[src/sv/bfhr_pkg.sv]
// Package: shared types, constants and helpers for the box filter Hessian response block
`timescale 1ns / 1ps
`default_nettype none

package bfhr_pkg;

    localparam int DEF_MAX_WIDTH  = 512;
    localparam int DEF_MAX_HEIGHT = 512;

    localparam int CW    = 11;   // internal coordinate width
    localparam int SW    = 26;   // integral store entry
    localparam int RSW   = 17;   // row running sum
    localparam int BOXW  = 20;   // capped box sum
    localparam int DW    = 23;   // derivative accumulators
    localparam int OW    = 21;   // derivative outputs
    localparam int RESPW = 48;
    localparam int MULA  = 46;
    localparam int MULB  = 24;
    localparam int PRODW = 60;
    localparam int NUMW  = 58;
    localparam int MAGW  = 57;
    localparam int DENW  = 31;
    localparam int QW    = 48;
    localparam int NREAD = 40;   // ten boxes, four corners each

    localparam logic [SW-1:0] BOX_CAP = 26'h00F_FFFF;
    localparam int W_NUM = 12996;
    localparam int W_DEN = 15625;

    localparam logic [9:0] RST_WIDTH  = 10'd512;
    localparam logic [9:0] RST_HEIGHT = 10'd512;
    localparam logic [6:0] RST_MASK   = 7'd9;
    localparam logic [4:0] RST_SCALE  = 5'd3;
    localparam logic [6:0] MASK_MIN   = 7'd9;
    localparam logic [6:0] MASK_MAX   = 7'd99;
    localparam logic [4:0] SCALE_MIN  = 5'd3;
    localparam logic [4:0] SCALE_MAX  = 5'd17;

    localparam logic OP_LOAD  = 1'b0;
    localparam logic OP_QUERY = 1'b1;

    typedef enum logic [1:0] {
        REG_WIDTH,
        REG_HEIGHT,
        REG_MASK,
        REG_SCALE
    } reg_idx_t;

    typedef enum logic [4:0] {
        S_IDLE,
        S_LRD,
        S_LWR,
        S_QSET,
        S_QGEO,
        S_QRD,
        S_QDRN,
        S_M1,
        S_M2,
        S_M3,
        S_M4,
        S_M5,
        S_M6,
        S_M7,
        S_M8,
        S_DST,
        S_DWAIT,
        S_DONE
    } state_t;

    typedef struct packed {
        logic done;
        logic ovf;
    } div_stat_t;

    // floor(s/3) for s below 128
    function automatic logic [5:0] div3(input logic [6:0] s);
        logic [14:0] p;
        p = 15'(s) * 15'd171;
        return p[14:9];
    endfunction

endpackage

`default_nettype wire

[src/sv/bfhr_mul.sv]
// Shared signed multiplier with registered product
`timescale 1ns / 1ps
`default_nettype none

module bfhr_mul
    import bfhr_pkg::*;
(
    input  wire logic                    clk,
    input  wire logic signed [MULA-1:0]  a,
    input  wire logic signed [MULB-1:0]  b,
    output logic signed      [PRODW-1:0] prod
);

    logic signed [MULA+MULB-1:0] full;
    logic signed [PRODW-1:0]     prod_next;
    logic signed [PRODW-1:0]     prod_reg;

    assign full      = a * b;
    assign prod_next = full[PRODW-1:0];

    always_ff @(posedge clk)
    begin
        prod_reg <= prod_next;
    end

    assign prod = prod_reg;

endmodule

`default_nettype wire

[config.mk]
export PLATFORM = sky130hd
export DESIGN_NAME = bfhr_mul
export DESIGN_NICKNAME = d
export VERILOG_FILES = /design/src/sv/bfhr_pkg.sv /design/src/sv/bfhr_mul.sv
export SDC_FILE = /design/constraint.sdc
export NUM_CORES = 2
export LEC_CHECK = 0
export ABC_AREA = 1
export BUFFER_PORTS_ARGS = -buffer_cell sky130_fd_sc_hd__buf_2
export CORE_MARGIN = 4
export CORE_UTILIZATION = 50
export CTS_CLUSTER_DIAMETER = 120
export DETAILED_ROUTE_END_ITERATION = 8
export GPL_ROUTABILITY_DRIVEN = 1
export PLACE_DENSITY = 0.75
export REMOVE_ABC_BUFFERS = 1
export SKIP_LAST_GASP = 1
export SLEW_MARGIN = 15
export SYNTH_ARGS = -nofsm -noshare
export SYNTH_HDL_FRONTEND = slang
export SYNTH_SLANG_ARGS = --single-unit
[constraint.sdc]
create_clock -name clk -period 23.6 [get_ports clk]
set_clock_uncertainty 0.15 [all_clocks]
set_input_delay 7.08 -clock clk [delete_from_list [all_inputs] [get_ports clk]]
set_output_delay 7.08 -clock clk [all_outputs]
set_load 0.05 [all_outputs]
==> summary.md <==
| Metric | Value |
|---|---|
| Status | `complete, no violations` |
| Post-synthesis cell type count | `40` |
| CTS Sinks | `60` |
| Hold-fix buffers at CTS | `0` |
| Final antenna-violating net count | `0` |
| # DRC | `0` |
| Post-Synth XOR/XNOR Area | `under 10%` |
| Wire length per cell | `17.8 um` |
| Setup Fix Bufs, Post-CTS | `0` |
| Number of synthesized flops with an enable pin | `0` |
| Largest fanout on the critical path | `46` |
| Main area contributors after synthesis | `fa_1 (53%), inv_1 (16%), nand2_1 (13%), ha_1 (5.7%), dfxtp_1 (3.3%)` |
| Mux cell area share after synthesis | `0%` |
| Max Clock Freq | `between 70 and 80 MHz` |
| Initial antenna violation count | `0` |
| Input/output buffers | `130` |
| Endpoint class of the critical path | `register` |
| Post-synth ARST share | `0%` |
| Global route overflow | `0` |
| Total GRT Usage | `between 20 and 30%` |
| Number of synthesis warnings | `0` |
| Hold Violations, Final | `0` |
| Largest net degree at the start of global routing | `between 40 and 50` |
| Post-cts sizing count | `0` |
| Vias in the first global route | `between 30000 and 40000` |
| Max FFs per register | `60` |
| Compound-gate portion of the synthesized area | `between 2 and 2.5%` |
| Post-synthesis sequential area ratio | `between 3 and 4%` |
| Synth Area per Inst | `~8 um^2` |
| Max cap viols | `0` |
| Top_reg_cell synth | `dfxtp_1` |
| Hold Path Class | `in2reg` |
| Initial core utilization | `between 50% and 60%` |
| Period minus WS final | `13810 ps` |
| Post-Synth Simple-Gate Area | `16.7%` |
| WL final | `between 100000 and 150000 um` |
| Top-count cell post-synth | `inv_1` |
| Boundary Pins | `roughly 130` |
| First-pass GRT wire length | `167000 um` |
| Post-synth top cells | `inv_1 (1563), nand2_1 (1283), fa_1 (971), ha_1 (167), nor2_1 (145)` |
| Number of DRC markers in iteration 0 | `1738` |
| GP Congestion | `0.996` |
| Share of cells above drive strength 1 | `~4.5%` |
| # setup viols final | `0` |
| CTS Buffer Depth | `2` |
| Post-Syn Area | `approximately 0.037 mm^2` |
| Die area | `0.0782 mm^2` |
| Via density | `about 5.1` |
| CTS clk-pin slew, worst paths | `50 ps` |
| Die span in x | `around 280 um` |
| Arrival @ worst endpoint | `around 14000 ps` |
| RSZ-0062 raised after global routing | `false` |
| Final Net Count | `just under 6000` |
| Setup TNS | `0 ps` |
| #FFs+latches synth | `60` |
| DRT Pass-1 Iters | `6` |
| Area delta synth->final | `3.96%` |
| Root Driver | `clkbuf_16` |
| WS Path Type | `in2reg` |
| CP Data Required Time | `23680 ps` |
| Top cell type by total area after synthesis | `fa_1` |
| CTS Buf Count | `9` |
| Rel. slew slack | `17.0%` |
| Die Y-Extent | `~280 um` |
| H-tree levels | `3` |
| Final Cycle Share | `roughly three fifths` |
| Num rows | `around 100` |
| CP startpoint kind | `input pin` |
| Yosys top cell area share | `52.7%` |
| Total core area | `around 0.073 mm^2` |
| Post-DP HPWL | `about 82000 um` |
| Via count | `~29000` |
| Syn Inst Count | `about 4700` |
| Antenna Cells | `0` |
| Post-Synth Adder-Cell Area | `slightly below 60%` |
| Fin. max-slew vios | `0` |
| Slew @ Worst Pin | `around 1200 ps` |
| TritonCTS clock tree | `built` |
| Main combinational cell family by area after synthesis | `adder cells` |
-- critical path: stages --
cell	delay, ps
buf_2	830
nand2_1	200
fa_1	590
inv_1	60
fa_1	520
fa_1	570
inv_1	60
fa_1	490
inv_1	50
fa_1	490
fa_1	490
inv_1	50
fa_1	530
inv_1	60
ha_1	440
nand2_1	150
nor2_1	140
inv_1	90
nor2_2	140
inv_1	80
nor3_2	140
nand3_1	120
nand3_1	190
xor2_1	300
-- metal layers --
layer / global-route usage [%] / vias to the layer above / wire length (um)
li1: - / 12829 / -
met1: 33.7 / 14548 / 37700
met2: 47.9 / 1294 / 50700
met3: 4.45 / 301 / 8200
met4: 9.33 / 0 / 3660
met5: 0 / - / 0
-- worst paths after layout --
check / startpoint / endpoint / slack, ps / cells past startpoint
max: b[4] / prod[51]$_DFF_P_ / 9790 / 24
min: a[0] / prod[0]$_DFF_P_ / 7140 / 3
-- logic make-up (layout without fill, tap and decap cells) --
logic type | count (synthesis) | in the layout
and+or+nand+nor | 1560 | 1560
DFF | 60 | 60
buffers and inverters | 1775 | 1727
AOI/OAI and AO/OA | 159 | 159
xor gates and xnor gates | 47 | 47
adders and majority gates | 1138 | 1138
-- through the flow --
| stage | cells | area (um^2) | worst slack (ps) | hold WS (ps) | utilization [%] |
|---|---|---|---|---|---|
| 6_report | 5650 | 38300 | 9790 | 7140 | 52.4 |
| 5_1_grt | 5650 | 38300 | 9390 | 7170 | 52.4 |
| 4_1_cts | 5650 | 38300 | 9850 | 7120 | 52.4 |
| 3_5_place_dp | 5634 | 38000 | 9490 | 7400 | 52.0 |
| 3_3_place_gp | 5634 | 38000 | 9530 | 7400 | 52.0 |
| 2_1_floorplan | 4532 | 36100 | 10690 | 7020 | - |
-- layout make-up --
| type | instances | area, um^2 |
|---|---|---|
| fill | 6946 | 34800 |
| multi-input combinational | 2904 | 29000 |
| inverter | 1568 | 5890 |
| sequential | 60 | 1200 |
| tap | 959 | 1200 |
| timing repair buffer | 143 | 748 |
| clock buffer | 9 | 225 |
| clock inverter | 7 | 76.3 |
-- placed cells by master (no fill, tap or decap), drive strengths merged, types with 46 or more instances in the layout --
master  count
inv      1568
nand2    1290
fa        971
ha        167
nor2      159
buf       143
a21oi      82
nand3      75
dfxtp      60
o21ai      46
Power is left out: the tool's default activity adds up to more than one toggle a clock period on the data nets, which glitch-free logic cannot reach.
