### src/sv/bfhr_pkg.sv
// Package: shared types, constants and helpers for the box filter Hessian response block
`timescale 1ns / 1ps
`default_nettype none

package bfhr_pkg;

    localparam int DEF_MAX_WIDTH  = 512;
    localparam int DEF_MAX_HEIGHT = 512;

    localparam int CW    = 11;   // internal coordinate width
    localparam int SW    = 26;   // integral store entry
    localparam int RSW   = 17;   // row running sum
    localparam int BOXW  = 20;   // capped box sum
    localparam int DW    = 23;   // derivative accumulators
    localparam int OW    = 21;   // derivative outputs
    localparam int RESPW = 48;
    localparam int MULA  = 46;
    localparam int MULB  = 24;
    localparam int PRODW = 60;
    localparam int NUMW  = 58;
    localparam int MAGW  = 57;
    localparam int DENW  = 31;
    localparam int QW    = 48;
    localparam int NREAD = 40;   // ten boxes, four corners each

    localparam logic [SW-1:0] BOX_CAP = 26'h00F_FFFF;
    localparam int W_NUM = 12996;
    localparam int W_DEN = 15625;

    localparam logic [9:0] RST_WIDTH  = 10'd512;
    localparam logic [9:0] RST_HEIGHT = 10'd512;
    localparam logic [6:0] RST_MASK   = 7'd9;
    localparam logic [4:0] RST_SCALE  = 5'd3;
    localparam logic [6:0] MASK_MIN   = 7'd9;
    localparam logic [6:0] MASK_MAX   = 7'd99;
    localparam logic [4:0] SCALE_MIN  = 5'd3;
    localparam logic [4:0] SCALE_MAX  = 5'd17;

    localparam logic OP_LOAD  = 1'b0;
    localparam logic OP_QUERY = 1'b1;

    typedef enum logic [1:0] {
        REG_WIDTH,
        REG_HEIGHT,
        REG_MASK,
        REG_SCALE
    } reg_idx_t;

    typedef enum logic [4:0] {
        S_IDLE,
        S_LRD,
        S_LWR,
        S_QSET,
        S_QGEO,
        S_QRD,
        S_QDRN,
        S_M1,
        S_M2,
        S_M3,
        S_M4,
        S_M5,
        S_M6,
        S_M7,
        S_M8,
        S_DST,
        S_DWAIT,
        S_DONE
    } state_t;

    typedef struct packed {
        logic done;
        logic ovf;
    } div_stat_t;

    // floor(s/3) for s below 128
    function automatic logic [5:0] div3(input logic [6:0] s);
        logic [14:0] p;
        p = 15'(s) * 15'd171;
        return p[14:9];
    endfunction

endpackage

`default_nettype wire

### src/sv/bfhr_div.sv
// Radix-2 restoring divider: floor(mag * 2^16 / den), one quotient bit per cycle
`timescale 1ns / 1ps
`default_nettype none

module bfhr_div
    import bfhr_pkg::*;
(
    input  wire logic            clk,
    input  wire logic            rst_n,
    input  wire logic            start,
    input  wire logic [MAGW-1:0] mag,
    input  wire logic [DENW-1:0] den,
    output div_stat_t            stat,
    output logic      [QW-1:0]   quo
);

    localparam int CNTW = $clog2(QW);

    logic            busy_reg, busy_next;
    logic            done_reg, done_next;
    logic            ovf_reg, ovf_next;
    logic [CNTW-1:0] cnt_reg, cnt_next;
    logic [31:0]     rem_reg, rem_next;
    logic [QW-1:0]   dvd_reg, dvd_next;
    logic [QW-1:0]   quo_reg, quo_next;
    logic [32:0]     trial;
    logic            ge;

    assign trial = {rem_reg, dvd_reg[QW-1]};
    assign ge    = trial >= {2'b00, den};

    always_comb
    begin
        busy_next = busy_reg;
        done_next = 1'b0;
        ovf_next  = ovf_reg;
        cnt_next  = cnt_reg;
        rem_next  = rem_reg;
        dvd_next  = dvd_reg;
        quo_next  = quo_reg;
        if (start)
        begin
            rem_next  = 32'(mag[MAGW-1:32]);
            dvd_next  = {mag[31:0], 16'h0000};
            ovf_next  = DENW'(mag[MAGW-1:32]) >= den;
            cnt_next  = '0;
            busy_next = 1'b1;
        end
        else if (busy_reg)
        begin
            rem_next = ge ? 32'(trial - {2'b00, den}) : trial[31:0];
            dvd_next = {dvd_reg[QW-2:0], 1'b0};
            quo_next = {quo_reg[QW-2:0], ge};
            cnt_next = cnt_reg + 1'b1;
            if (cnt_reg == CNTW'(QW - 1))
            begin
                busy_next = 1'b0;
                done_next = 1'b1;
            end
        end
    end

    always_ff @(posedge clk or negedge rst_n)
    begin
        if (!rst_n)
        begin
            busy_reg <= 1'b0;
            done_reg <= 1'b0;
            cnt_reg  <= '0;
        end
        else
        begin
            busy_reg <= busy_next;
            done_reg <= done_next;
            cnt_reg  <= cnt_next;
        end
    end

    always_ff @(posedge clk)
    begin
        ovf_reg <= ovf_next;
        rem_reg <= rem_next;
        dvd_reg <= dvd_next;
        quo_reg <= quo_next;
    end

    assign stat.done = done_reg;
    assign stat.ovf  = ovf_reg;
    assign quo       = quo_reg;

endmodule

`default_nettype wire

### config.mk
export PLATFORM = sky130hd
export DESIGN_NAME = bfhr_div
export DESIGN_NICKNAME = d
export VERILOG_FILES = /design/src/sv/bfhr_pkg.sv /design/src/sv/bfhr_div.sv
export SDC_FILE = /design/constraint.sdc
export NUM_CORES = 1
export LEC_CHECK = 0
export ABC_AREA = 1
export BUFFER_PORTS_ARGS = -buffer_cell sky130_fd_sc_hd__buf_2
export CORE_ASPECT_RATIO = 1.2
export CORE_UTILIZATION = 45
export CTS_BUF_LIST = sky130_fd_sc_hd__clkbuf_4 sky130_fd_sc_hd__clkbuf_8 sky130_fd_sc_hd__clkbuf_16
export DETAILED_ROUTE_END_ITERATION = 12
export HOLD_SLACK_MARGIN = 0.12
export PLACE_DENSITY = 0.74
export SLEW_MARGIN = 20
export SYNTH_ARGS = -nofsm -noshare
export SYNTH_HDL_FRONTEND = slang
export SYNTH_SLANG_ARGS = --single-unit
### constraint.sdc
create_clock -name clk -period 4.5 [get_ports clk]
set_input_delay 0.675 -clock clk [delete_from_list [all_inputs] [get_ports clk]]
set_output_delay 0.675 -clock clk [all_outputs]
set_load 0.01 [all_outputs]
==> key figures <==
Clocking
  • Master cell of the clock root buffer: sky130_fd_sc_hd__clkbuf_16
  • Number of gates resized after CTS: 0
  • Worst-case clock buffer depth: 2
  • CTS tree: yes
  • Clock transition at path regs: 0.06 ns
  • CTS sink cnt: 121
  • H-tree levels: 4
  • Count of hold-fix buffers inserted at cts: 1
  • Total CTS buffers: 17
  • Clock network latency to the later pin of the worst-skew pair: 0.42 ns
  • Number of buffers inserted by post-CTS setup repair: 0

Timing
  • Final critical delay including setup and external delays: 2.74 ns
  • Rel. slew slack: 0.392
  • Fin crit share: 0.609
  • Tightest Pin Transition: 0.912 ns
  • Largest clock skew in the final design: 0.0193 ns
  • Setup TNS after final layout: 0 ns
  • Unrepaired setup endpoints after global routing: false
  • Max Slew Vio Count: 0
  • Setup-failing EPs final: 0
  • Number of hold-slack violations in the final timing report: 0
  • Highest clock frequency the design can meet: 365 MHz
  • Hold WS: 0.438 ns

Synth
  • Flop and latch count out of synthesis: 121
  • Top cells by area in the synthesized netlist: sky130_fd_sc_hd__edfxtp_1 39%, sky130_fd_sc_hd__nand2_1 20%, sky130_fd_sc_hd__ha_1 8.8%
  • Cell accounting for the most synthesized area: sky130_fd_sc_hd__edfxtp_1
  • Most common cell in the netlist: sky130_fd_sc_hd__nand2_1
  • Sequential share of the synthesized area: 0.434
  • Mean cell area of the mapped netlist: 7.60 µm²
  • Area fraction of the dominant cell type after synthesis: 0.392
  • Syn Std Cell Area: 0.00812 mm²
  • Distinct cell type count after synthesis: 37
  • Syn nets: 1218
  • Synth cell count leaders: 433 x sky130_fd_sc_hd__nand2_1, 158 x sky130_fd_sc_hd__inv_1, 106 x sky130_fd_sc_hd__edfxtp_1
  • Predominant post-synthesis flop cell: sky130_fd_sc_hd__edfxtp_1
  • Cell count after synthesis: 1069
  • Number of enable-type register cells in the synthesized netlist: 106
  • Fraction of registers with async set/reset: 0.0661
  • Syn. warnings: 0

Final layout
  • Net total in the final layout: 1358
  • Fraction of final layout cells with drive strength greater than 1: 0.157
  • Footprint of the multi-input gates: 0.00385 mm²
  • Largest register FFs: 48
  • Count of non-filler cells in the finished layout: 1442
  • Footprint of the flip-flops and latches: 0.00352 mm²
  • Antenna cell count: 0
  • Total of fill cells in the finished design: 1653
  • Area growth syn-to-layout: 18.1%
  • Post-Layout Inst Area: 0.00959 mm²

Die
  • X dimension of the die: 125 µm
  • Area of the die: 0.0186 mm²
  • Rows: 53
  • Core outline area: 0.0176 mm²
  • Boundary pin count: 141
  • Effective utilization at floorplan: 0.462
  • Die Y-Extent: 149 µm

Detailed routing
  • Average via count per standard cell: 5.07
  • Initial DRT Pass Iterations: 5
  • Routed wirelength normalized by instance count: 15.2 µm
  • DRC violation count after routing: 0
  • Initial detailed-routing violation count: 473
  • Number of routed nets with antenna violations: 0
  • Vias: 7317
  • Final routed wirelength across all metal layers: 22000 µm

Outcome
  • Outcome: finished clean

GRT
  • Number of antenna violations at the first check in global routing: 0
  • Remaining global-route overflow: 0
  • Vias in the first global route: 6977
  • GRT Util Overall: 0.240
  • Wire length of the first global-routing pass: 34900 µm
  • Pin count of the biggest net entering global routing: 65

Power
  • Cell Pwr Density: 569 mW/mm²
  • Max IR drop VDD: 0.296 mV
  • Leak: 5.07 nW
  • Tot Pwr: 5.46 mW

Setup path
  • Category of the critical setup timing path: primary input to register
  • Largest fanout on the critical path: 18
  • Critical Path Sink Type: register
  • CP max stage delay: 0.40 ns
  • Arr. time, crit path: 2.90 ns
  • Crit-path cells: buf_2, inv_1, ha_1, a21oi_1, nand2_1, a21oi_1, nor2_1, nor2_4, buf_4, nand3b_1, nand3_1, nand2_1
  • CP Launch Type: primary input
  • Crit path max-delay cell type: sky130_fd_sc_hd__nor2_4
  • Top cell family by delay on the critical path: simple AND/OR/NAND/NOR gates
  • Buffer and inverter count on the worst path: 3
  • Required arrival time at the worst endpoint: 4.66 ns
  • Setup slack of the most critical reg-to-reg path: 1.76 ns

Placed design
  • DPL Wire Length: 16700 µm
  • RePlAce Congestion: 0.987
  • Port Buffers: 140
  • Number of placed cells counting well taps: 1409
  • DP Area: 0.00900 mm²

Worst hold path
  • Worst min-delay path class: register to register

Job
  • Max-capacitance violation count: 0
-- layout make-up --
| type | instances | share of cell area |
|---|---|---|
| sequential | 121 | 0.367 |
| clock buffer | 18 | 0.0451 |
| timing repair buffer | 146 | 0.0780 |
| clock inverter | 14 | 0.0155 |
| multi-input combinational | 761 | 0.402 |
| inverter | 162 | 0.0635 |
| tap | 220 | 0.0287 |
-- logic make-up (layout without fill, tap and decap cells) --
logic type      count (synthesis)  count (layout)  share of synthesized area
xor+xnor                       14              14                     0.0151
simple gates                  627             627                      0.326
fa+ha+maj                      58              58                     0.0903
buf+inv                       187             340                     0.0927
flops                         121             121                      0.434
compound gates                 62              62                     0.0424
-- metrics by stage --
stage          setup slack [ns]   util
2_1_floorplan             0.948      -
3_5_place_dp               1.37  0.512
3_3_place_gp               1.42  0.512
6_report                   1.76  0.546
5_1_grt                    1.64  0.546
4_1_cts                    1.79  0.546
-- power by group --
| group | internal, mW | leakage [nW] | switching (mW) |
|---|---|---|---|
| sequential | 1.47 | 1.26 | 0.113 |
| clock | 0.822 | 0.266 | 0.525 |
| combinational | 0.897 | 3.54 | 1.63 |
| total | 3.19 | 5.07 | 2.27 |
-- metal layers --
layer | vias up | share of wire | GRT usage
met4 | 0 | 0.031 | 0.101
met2 | 244 | 0.48 | 0.407
li1 | 3713 | - | -
met1 | 3324 | 0.44 | 0.301
met5 | - | 0 | 0
met3 | 36 | 0.053 | 0.0438
-- cells in the final DEF, fill, tap and decap left out, types with 6 or more instances in the layout --
cell type | Yosys | layout
sky130_fd_sc_hd__nand2_1 | 433 | 433
sky130_fd_sc_hd__nand3_1 | 78 | 78
sky130_fd_sc_hd__inv_1 | 158 | 157
sky130_fd_sc_hd__edfxtp_1 | 106 | 106
sky130_fd_sc_hd__xnor2_1 | 13 | 13
sky130_fd_sc_hd__dfxtp_1 | 7 | 7
sky130_fd_sc_hd__nand4_1 | 14 | 14
sky130_fd_sc_hd__ha_1 | 57 | 57
sky130_fd_sc_hd__buf_2 | 5 | 140
sky130_fd_sc_hd__dfrtp_1 | 8 | 8
sky130_fd_sc_hd__nand3b_1 | 26 | 26
sky130_fd_sc_hd__clkinvlp_4 | 0 | 6
sky130_fd_sc_hd__clkbuf_16 | 0 | 17
sky130_fd_sc_hd__nor2_1 | 53 | 52
sky130_fd_sc_hd__o21ai_0 | 10 | 10
sky130_fd_sc_hd__a21oi_1 | 38 | 38
sky130_fd_sc_hd__nor3_1 | 7 | 7
-- worst paths after layout --
| kind | from | endpoint | depth (start not counted) |
|---|---|---|---|
| max in group asynchronous | rst_n | cnt_reg[3] | 2 |
| hold reg to reg | quo[44] | quo[45] | 0 |
| hold / removal | quo[44] | quo[45] | 0 |
| min in group asynchronous | rst_n | cnt_reg[4] | 2 |
| setup reg to reg | rem_reg[23] | rem_reg[7] | 10 |
| setup / recovery | den[24] | rem_reg[7] | 12 |
-- worst register-to-register path, delay by kind of cell, from the launching register on --
kind	cells	cell delay (ns)
flops	1	0.40
fa+ha+maj	1	0.38
simple gates	6	0.93
compound gates	2	0.42
buf+inv	1	0.37
No activity file was read; power rests on OpenSTA's default activity.
